File: src/design/rsgm_pkg.sv
// rsgm_pkg: shared types and constants for the rgb sobel gradient magnitude block
// used by rsgm_line_store, rsgm_grad_unit and rgb_sobel_gradient_magnitude_top
// no dependencies
package rsgm_pkg;

    localparam int PIX_W   = 24;
    localparam int CHAN_W  = 8;
    localparam int TOTAL_W = 12;
    localparam int DIV_W   = 10;
    localparam int EDGE_W  = 8;
    localparam int CROW_W  = 12;
    localparam int CCOL_W  = 11;

    // configuration register indexes
    localparam logic [1:0] CFG_IMAGE_WIDTH  = 2'd0;
    localparam logic [1:0] CFG_IMAGE_HEIGHT = 2'd1;
    localparam logic [1:0] CFG_DIVISOR      = 2'd2;

    // top level sequencer
    typedef enum logic [2:0] {
        S_IDLE,
        S_READ,
        S_SUM,
        S_WAIT,
        S_PUSH
    } t_state;

    // divide and root unit phases
    typedef enum logic [2:0] {
        DS_IDLE,
        DS_DIV,
        DS_MUL,
        DS_SQRT,
        DS_DONE
    } t_ds_phase;

    // request to the divide and root unit
    typedef struct packed {
        logic               start;
        logic [TOTAL_W-1:0] h_total;
        logic [TOTAL_W-1:0] v_total;
        logic [DIV_W-1:0]   divisor;
    } t_grad_req;

    // response from the divide and root unit
    typedef struct packed {
        logic              done;
        logic [EDGE_W-1:0] edge_value;
    } t_grad_rsp;

endpackage

File: src/design/rsgm_grad_unit.sv
// rsgm_grad_unit: divides both gradient totals by the divisor (restoring, one bit
// a cycle), forms h*h+v*v and takes the saturated integer square root bit by bit
// uses rsgm_pkg
module rsgm_grad_unit (
    input  logic                i_clk,
    input  logic                i_rst_n,
    input  rsgm_pkg::t_grad_req i_req,
    output rsgm_pkg::t_grad_rsp o_rsp
);
    import rsgm_pkg::*;

    t_ds_phase          r_phase, n_phase;
    logic [3:0]         r_cnt;
    logic [TOTAL_W-1:0] r_hq, r_vq;
    logic [DIV_W-1:0]   r_hr, r_vr;
    logic [DIV_W-1:0]   r_div;
    logic [24:0]        r_energy;
    logic [EDGE_W-1:0]  r_root;
    logic [EDGE_W-1:0]  r_bit;

    logic [DIV_W:0]     h_sh, v_sh;
    logic               h_ge, v_ge;
    logic [EDGE_W-1:0]  trial;
    logic [15:0]        trial_sq;
    logic               sat;

    // one restoring division step for each total
    always_comb begin
        h_sh     = {r_hr, r_hq[TOTAL_W-1]};
        v_sh     = {r_vr, r_vq[TOTAL_W-1]};
        h_ge     = h_sh >= {1'b0, r_div};
        v_ge     = v_sh >= {1'b0, r_div};
        trial    = r_root | r_bit;
        trial_sq = trial * trial;
        sat      = r_energy[24:16] != '0;
    end

    // next phase
    always_comb begin
        n_phase = r_phase;
        unique case (r_phase)
            DS_IDLE: if (i_req.start) n_phase = DS_DIV;
            DS_DIV:  if (r_cnt == 4'd0) n_phase = DS_MUL;
            DS_MUL:  n_phase = DS_SQRT;
            DS_SQRT: if (sat || r_bit[0]) n_phase = DS_DONE;
            DS_DONE: n_phase = DS_IDLE;
            default: n_phase = DS_IDLE;
        endcase
    end

    always_ff @(posedge i_clk) begin
        if (!i_rst_n) begin
            r_phase <= DS_IDLE;
        end else begin
            r_phase <= n_phase;
        end
    end

    // datapath
    always_ff @(posedge i_clk) begin
        unique case (r_phase)
            DS_IDLE: begin
                r_hq   <= i_req.h_total;
                r_vq   <= i_req.v_total;
                r_hr   <= '0;
                r_vr   <= '0;
                r_div  <= (i_req.divisor == '0) ? DIV_W'(1) : i_req.divisor;
                r_cnt  <= 4'(TOTAL_W - 1);
            end
            DS_DIV: begin
                r_hr  <= h_ge ? DIV_W'(h_sh - {1'b0, r_div}) : h_sh[DIV_W-1:0];
                r_vr  <= v_ge ? DIV_W'(v_sh - {1'b0, r_div}) : v_sh[DIV_W-1:0];
                r_hq  <= {r_hq[TOTAL_W-2:0], h_ge};
                r_vq  <= {r_vq[TOTAL_W-2:0], v_ge};
                r_cnt <= r_cnt - 4'd1;
            end
            DS_MUL: begin
                r_energy <= 25'(r_hq * r_hq) + 25'(r_vq * r_vq);
                r_root   <= '0;
                r_bit    <= 8'h80;
            end
            DS_SQRT: begin
                if (sat) begin
                    r_root <= 8'hFF;
                end else if (trial_sq <= r_energy[15:0]) begin
                    r_root <= trial;
                end
                r_bit <= r_bit >> 1;
            end
            DS_DONE: begin
            end
            default: begin
            end
        endcase
    end

    // outputs
    always_comb begin
        o_rsp.done       = r_phase == DS_DONE;
        o_rsp.edge_value = r_root;
    end

endmodule

File: config.mk
export PLATFORM = sky130hd
export DESIGN_NAME = rsgm_grad_unit
export DESIGN_NICKNAME = d
export VERILOG_FILES = /design/src/design/rsgm_pkg.sv /design/src/design/rsgm_grad_unit.sv
export SDC_FILE = /design/constraint.sdc
export NUM_CORES = 1
export LEC_CHECK = 0
export ABC_AREA = 1
export BUFFER_PORTS_ARGS = -buffer_cell sky130_fd_sc_hd__buf_2
export CAP_MARGIN = 10
export CORE_ASPECT_RATIO = 0.75
export CORE_MARGIN = 2
export CORE_UTILIZATION = 30
export DETAILED_ROUTE_END_ITERATION = 7
export PLACE_DENSITY = 0.47
export SLEW_MARGIN = 5
export SYNTH_ARGS = -nofsm -noshare
export SYNTH_HDL_FRONTEND = slang
export SYNTH_SLANG_ARGS = --single-unit
File: constraint.sdc
create_clock -name i_clk -period 7.38 [get_ports i_clk]
set_input_delay 0.738 -clock i_clk [delete_from_list [all_inputs] [get_ports i_clk]]
set_output_delay 0.738 -clock i_clk [all_outputs]
set_load 0.02 [all_outputs]
# Yosys cells after proc, flatten, opt, wreduce, memory -nomap -nowiden
# Index checks and enable logic that the tools add are counted.
[word_totals]
ff_bits = 102
out_inout_bits = 9
[classes]
n_addsub = 4
n_mul = 3
order_cmp = 3
eq_ne = 8
n_mux = 15
n_bitwise = 1
reduce_logical = 9
[ops]
columns = ["cell", "n"]
rows = [
  ["multiplier 12 x 12 -> 24 bit", 2],
  ["case mux 12 bit (2 select lines)", 2],
  ["case mux 10 bit (2 select lines)", 2],
  ["case mux 8 bit (2 select lines)", 2],
  ["adder 24 x 24 -> 25 bit", 1],
  ["greater-or-equal comparator 11 x 10 -> 1 bit", 2],
  ["two-way mux 10 bit", 2],
  ["subtractor 10 bit", 2],
  ["less-or-equal comparator 16 bit", 1],
  ["multiplier 8 x 8 -> 16 bit", 1],
  ["two-way mux 8 bit", 2],
  ["case mux 3 bit (4 select lines)", 1],
  ["zero test 10 bit", 1],
  ["two-way mux 3 bit", 3],
  ["nonzero test 9 bit", 1],
  ["bitwise OR 8 bit", 1],
  ["case mux 4 bit (2 select lines)", 1],
  ["== test 3 x 2 -> 1 bit (second input constant)", 2],
  ["!= test 2 bit (second input constant)", 3],
  ["zero test 4 bit", 1],
  ["nonzero test 2 bit", 2],
  ["subtractor 4 x 1 -> 4 bit (second input constant)", 1],
  ["== test 3 x 1 -> 1 bit (second input constant)", 1],
  ["== test 3 bit (second input constant)", 1],
  ["other kinds (5)", 5],
]

# Depth between registers and ports, before layout
# Gate-level depths: netlist of the first run.
[logic_depth]
depth_word = 6
depth_mapped = 27
ltp_nobuf = 26

# Worst setup path after synthesis of the first run
# No wires, ideal clock.
[synth_path]
path_type = "register to register"
start = "register r_hq[2]"
end = "register r_energy[22], data pin"
arrival_ns = 5.527
setup_slack_ns = 1.601
stages_incl_launch_ff = 23
path_buffers = 1
synth_period_minus_slack_ns = 5.779
cell_sequence = "edfxtp_1 > clkbuf_1 > nand2_1 > fa_1 > inv_1 > fa_1 > inv_1 > fa_1 > fa_1 > inv_1 > fa_1 > fa_1 > inv_1 > fa_1 > inv_1 > ha_1 > nand2_1 > nor2_1 > inv_1 > nor2_1 > nand3_1 > nand4_1 > nand2_1"
[synth_between]
elab_chain_cells = 2
[synth_rtl]
columns = ["item", "line_no", "rtl"]
rows = [
  ["start: declaration", "rsgm_grad_unit.sv:14", "logic [TOTAL_W-1:0] r_hq, r_vq;"],
  ["start signal: assignment", "rsgm_grad_unit.sv:63", "r_hq <= i_req.h_total;"],
  ["start signal: assignment", "rsgm_grad_unit.sv:73", "r_hq <= {r_hq[TOTAL_W-2:0], h_ge};"],
  ["multiplier 12 x 12 -> 24 bit", "rsgm_grad_unit.sv:78", "r_energy <= 25'(r_hq * r_hq) + 25'(r_vq * r_vq);"],
  ["adder 24 x 24 -> 25 bit", "rsgm_grad_unit.sv:78", ""],
  ["end signal: assignment", "rsgm_grad_unit.sv:78", ""],
  ["end: declaration", "rsgm_grad_unit.sv:17", "logic [24:0] r_energy;"],
]
# No other way between the ends.
# A chain may end at the register's enable or synchronous reset.

# Worst setup path in the final report of the first run
[layout_path]
start = "register r_hq[2]"
end = "register r_energy[24], data pin"
# Same word-level chain as after synthesis.

==> impl_results.md, run 1 <==
* Outcome: completed
* Max Slew Vio Count at 0
* Via Count at 11560
* Rows at 73
* Wirelength per Cell at 14.22 um
* Number of inserted diodes at 0
* Unique masters post-synth at 46
* EDFF count, synth at 99
* I/O pin total at 46
* Die Wd at 270.6 um
* Yosys top cell by area: fa_1
* Core ar. at 0.05279 mm2
* Final setup viols at 0
* H-tree depth at 3
* Final hold vios at 0
* Root Driver: clkbuf_16
* RSZ-0062 raised after global routing: false
* Post-synth ARST share at 0%
* Crit path DAT at 6700 ps
* Worst skew pair latency at 390 ps
* Seq/Total Area, Yosys at 18.96%
* Initial antenna violation count at 1
* Worst min path class: input pin to flip-flop
* Die area at 0.05519 mm2
* Initial drt markers at 656
* Cell count after synthesis at 1935
* GRT overflow at 0
* Cell area after synthesis at 0.01599 mm2
* Clock skew at 17.34 ps
* Tmin final at 6569 ps
* Final wirelength at 37990 um
* CTS tree: built
* Tcrit/Tclk final at 89.01%
* Worst-path fanout max at 13
* Num CTS Buffers at 9
* Cell with the most instances after synthesis: inv_1
* Yosys warns at 0
* Number of global-route vias before repair at 12330
* Syn Area/Cell at 8.265 um2
* Startpoint types: flip-flop
* Synth area leaders: fa_1 (29%), edfxtp_1 (19%), ha_1 (14%)
* GRT Overall Usage at 14.73%
* Hold-fix buffers at CTS at 0
* Die H at 204.0 um
* NumNets Final at 2393
* DPL Wire Length at 31620 um
* First-pass GRT wire length at 64390 um
* Worst Setup Path Type: flip-flop to flip-flop
* Synth top cells by count: inv_1 (543), nand2_1 (428), fa_1 (228)
* Clock-pin slew on the worst setup and hold paths at 90 ps
* Area share of the largest cell type after synthesis at 28.54%
* Resize count post-CTS at 0
* Share of cells above drive strength 1 at 6.789%
* Max Cap Viol at 0
* Largest net degree at the start of global routing at 50
* Layout area overhead at 7.918%
* Initial Util at 30.29%
* Worst relative slew slack at 32.30%
* GP Congestion at 0.8037
* Vias per cell at 4.327
* Worst-margin pin slew at 1012 ps
* Seq cells post-synth at 102
* CP Capture Type: flip-flop
* IO buf count at 45
* Clock sinks at 102
* Max Root-Sink Buffers at 2
* Total negative slack at 0 ps
* DRC viols at 0
* Predominant post-synthesis flop cell: edfxtp_1
* Detailed-router iteration count before antenna repair at 7
* Antenna-violating nets left at 0
* CP required at 7510 ps
* Highest clock rate at 152.2 MHz
* Post-CTS Setup Inserts at 0
* Syn_nets at 2374
[critical path: stages (launching register included)]
cell      delay [ps]
edfxtp_1         830
nand2_1          180
fa_1             680
inv_1             90
fa_1             540
inv_1             60
fa_1             500
fa_1             510
inv_1             50
fa_1             460
fa_1             510
inv_1             50
fa_1             470
inv_1             40
ha_1             370
nand2_1          120
nor2_1           280
and2_1           210
nand3_1          130
nand4_1          130
nand2_1           70
[area by class of cell]
type                       instances  area, um2
fill                            5734      35530
clock buffer                      10      229.0
sequential                       102       3033
tap                              712      890.9
clock inverter                     6      55.05
inverter                         550       2072
timing repair buffer              52      277.8
multi-input combinational       1239      10700
[sequential cells by signal (all words and copies together), names as in the netlist]
register	cells
r_phase	3
r_hr	10
r_root	8
r_bit	8
r_vr	10
r_hq	12
r_vq	12
r_cnt	4
r_div	10
r_energy	25
[cell families (layout without fill, tap and decap cells)]
family	count (synthesis)	count (layout)	synth area share [%]
and+or+nand+nor	692	692	18.71
buffers and inverters	594	618	14.20
adders and majority gates	402	402	42.15
DFF	102	102	18.96
AOI/OAI and AO/OA	100	100	3.505
xor gates and xnor gates	45	45	2.464
[metrics by stage]
step | hold slack [ps] | setup WS, ps | instance area, um2 | std cells | util, %
finish | 541.3 | 811.4 | 17260 | 2671 | 32.69
global route | 526.1 | 446.1 | 17260 | 2671 | 32.69
CTS | 519.6 | 778.1 | 17260 | 2671 | 32.69
detailed placement | 576.1 | 817.0 | 16980 | 2655 | 32.15
global placement | 549.7 | 796.3 | 16980 | 2655 | 32.15
floorplan | 529.4 | 1601 | 15990 | 1935 | -
[layout by cell type (no fill, tap or decap), drive strengths merged, types with 4 or more instances in the layout]
cell / instances
nand4: 10
nor3: 13
ha: 174
o21bai: 4
o21ai: 40
or2: 5
nand3b: 18
nand3: 47
clkbuf: 10
nand2: 450
nor2: 143
a21oi: 47
edfxtp: 99
xnor2: 17
fa: 228
xor2: 28
buf: 52
inv: 553
[routing by layer]
layer | track usage (%) | share of wire (%) | vias up
met1 | 22.03 | 52 | 5577
met3 | 1.985 | 3.8 | 24
met4 | 2.901 | 1.3 | 0
met5 | 0 | 0 | -
met2 | 22.72 | 43 | 201
li1 | - | - | 5755
[path summary, 6_finish.rpt]
| kind | cells past startpoint | startpoint | endpoint | slack, ps |
|---|---|---|---|---|
| max | 20 | r_hq[2] | r_energy[24] | 810 |
| min | 1 | i_req[7] | r_div[7] | 540 |
| max reg2reg | 20 | r_hq[2] | r_energy[24] | 810 |
| min reg2reg | 2 | r_bit[4] | r_bit[3] | 590 |
Power of run 1 is left out: the tool's default activity adds up to more than one toggle a clock period on the data nets, which glitch-free logic cannot reach.
==> run 2: changes to the inputs <==
Clock period 7.38 ns to 6.15 ns, I/O delays scaled along.
==> run 2 against run 1 <==
- sequential cell count stayed put
- count of clock-buffer cells in the layout did not move
- global-route usage barely moved
- highest routed layer unchanged
- worst setup slack lost 640 ps
- final cell count is 2.5% higher
- wire length decreased by 0.63%
- critical path type unchanged
==> impl_results.md, run 2 (synthesis gave the netlist of run 1 again) <==
* CTS tree: built
* Grt met1 use at 21.80%
* Clock-pin slew on the worst setup and hold paths at 80 ps
* Layout area overhead at 12.13%
* Final hold vios at 0
* Startpoint types: flip-flop
* Root Driver: clkbuf_16
* Final Hold Slack at 422.8 ps
* Final wirelength at 37750 um
* H-tree depth at 3
* Cell depth of the worst flop-to-flop path at 20
* Rows at 73
* Max Slew Vio Count at 0
* CP required at 6290 ps
* Met2 Use GR at 22.73%
* DPL Wire Length at 31830 um
* Wirelength per Cell at 13.78 um
* Number of global-route vias before repair at 12230
* Number of inserted diodes at 0
* Largest Register: r_energy
* Worst skew pair latency at 400 ps
* Worst min path class: input pin to flip-flop
* Place WS at 35.67 ps
* Largest net degree at the start of global routing at 50
* GR Layer Usage met3 at 2.467%
* Initial antenna violation count at 0
* Detailed-router iteration count before antenna repair at 5
* Final setup margin at 172.9 ps
* Clock skew at 18.15 ps
* Antenna-violating nets left at 0
* Via Count at 11770
* Die Wd at 270.6 um
* Tmin final at 5977 ps
* Die area at 0.05519 mm2
* Initial drt markers at 632
* Most common library cell in the layout ignoring fill and taps: inv_1
* NumNets Final at 2463
* Max Root-Sink Buffers at 2
* First-pass GRT wire length at 63990 um
* Core ar. at 0.05279 mm2
* I/O pin total at 46
* GRT overflow at 0
* DRC viols at 0
* Initial Util at 30.29%
* Commonest cells after routing, fill and taps aside: inv_1 (543), nand2_1 (417), fa_1 (227)
* Busiest layer in global routing: met2
* Die H at 204.0 um
* Worst hold path depth at 1
* Tcrit/Tclk final at 97.19%
* Worst-margin pin slew at 1108 ps
* Largest regs: r_energy x25, r_hq x12, r_vq x12
* CP Capture Type: flip-flop
* Share of cells above drive strength 1 at 11.54%
* Crit path DAT at 6120 ps
* Num CTS Buffers at 9
* Worst-path fanout max at 7
* Final Util at 33.97%
* Placed Cells at 2692
* Highest clock rate at 167.3 MHz
* Clock sinks at 102
* GRT Overall Usage at 14.68%
* Hold-fix buffers at CTS at 0
* RSZ-0062 raised after global routing: true
* Max Cap Viol at 0
* Worst relative slew slack at 25.86%
* Vias per cell at 4.296
* IO buf count at 45
* Final Non-Filler Cells at 2739
* Outcome: completed
* GP Congestion at 0.8359
* Worst Setup Path Type: flip-flop to flip-flop
* Max reg flops at 25
* Final setup viols at 0
run 2: cell count changes in the layout (fill, tap and decap cells not counted), sizes merged:
cell / before / now
clkinvlp: 2 / 0
bufinv: 0 / 1
inv: 553 / 552
buf: 52 / 122
run 2: path summary, 6_finish.rpt:
kind / startpoint / to / slack [ps]
worst max-delay path: r_hq[2] / r_energy[21] / 170
worst min-delay path: i_req[3] / r_div[3] / 420
worst max register to register: r_hq[2] / r_energy[21] / 170
worst min register to register: r_cnt[0] / r_cnt[0] / 560
run 2: cell type report:
cell class	count	area [um2]
Fill cell	5720	34860
Multi-Input combinational cell	1239	10830
Sequential cell	102	3033
Inverter	550	2072
Tap cell	712	890.9
Timing Repair Buffer	122	819.5
Clock buffer	10	229.0
Clock inverter	4	56.30
run 2: timing repair:
item | 4_1_cts | 5_1_grt
endpoints found under the setup margin | 0 | 21
resized for setup | 0 | 36
buffers inserted | 0 | 33
run 2: worst max-delay path, cell delays in order (launching register included):
cell and delay (ps):
edfxtp_1 560, buf_4 220, nand2_1 100, inv_1 70
fa_1 460, fa_1 570, fa_1 440, fa_1 600
fa_1 440, fa_1 490, inv_1 50, fa_1 470
inv_1 60, ha_4 290, nand2_1 100, inv_1 120
nand2_1 100, nor2_2 160, nand4_1 200, nand4_1 150
nand2_1 60
run 2: per-layer routing:
metal | share of wire [%] | vias up
met3 | 4.2 | 16
met1 | 52 | 5660
li1 | - | 5906
met4 | 0.87 | 0
met5 | 0 | -
met2 | 43 | 184
run 2: metrics by stage:
| stage | area, um2 | setup TNS, ps |
|---|---|---|
| 6_report | 17930 | 0 |
| 5_1_grt | 17930 | -77.92 |
| 4_1_cts | 17540 | 0 |
| 3_5_place_dp | 17250 | 0 |
| 3_3_place_gp | 17250 | 0 |
| 2_1_floorplan | 15990 | 0 |
Power of run 2 is left out for the same reason.
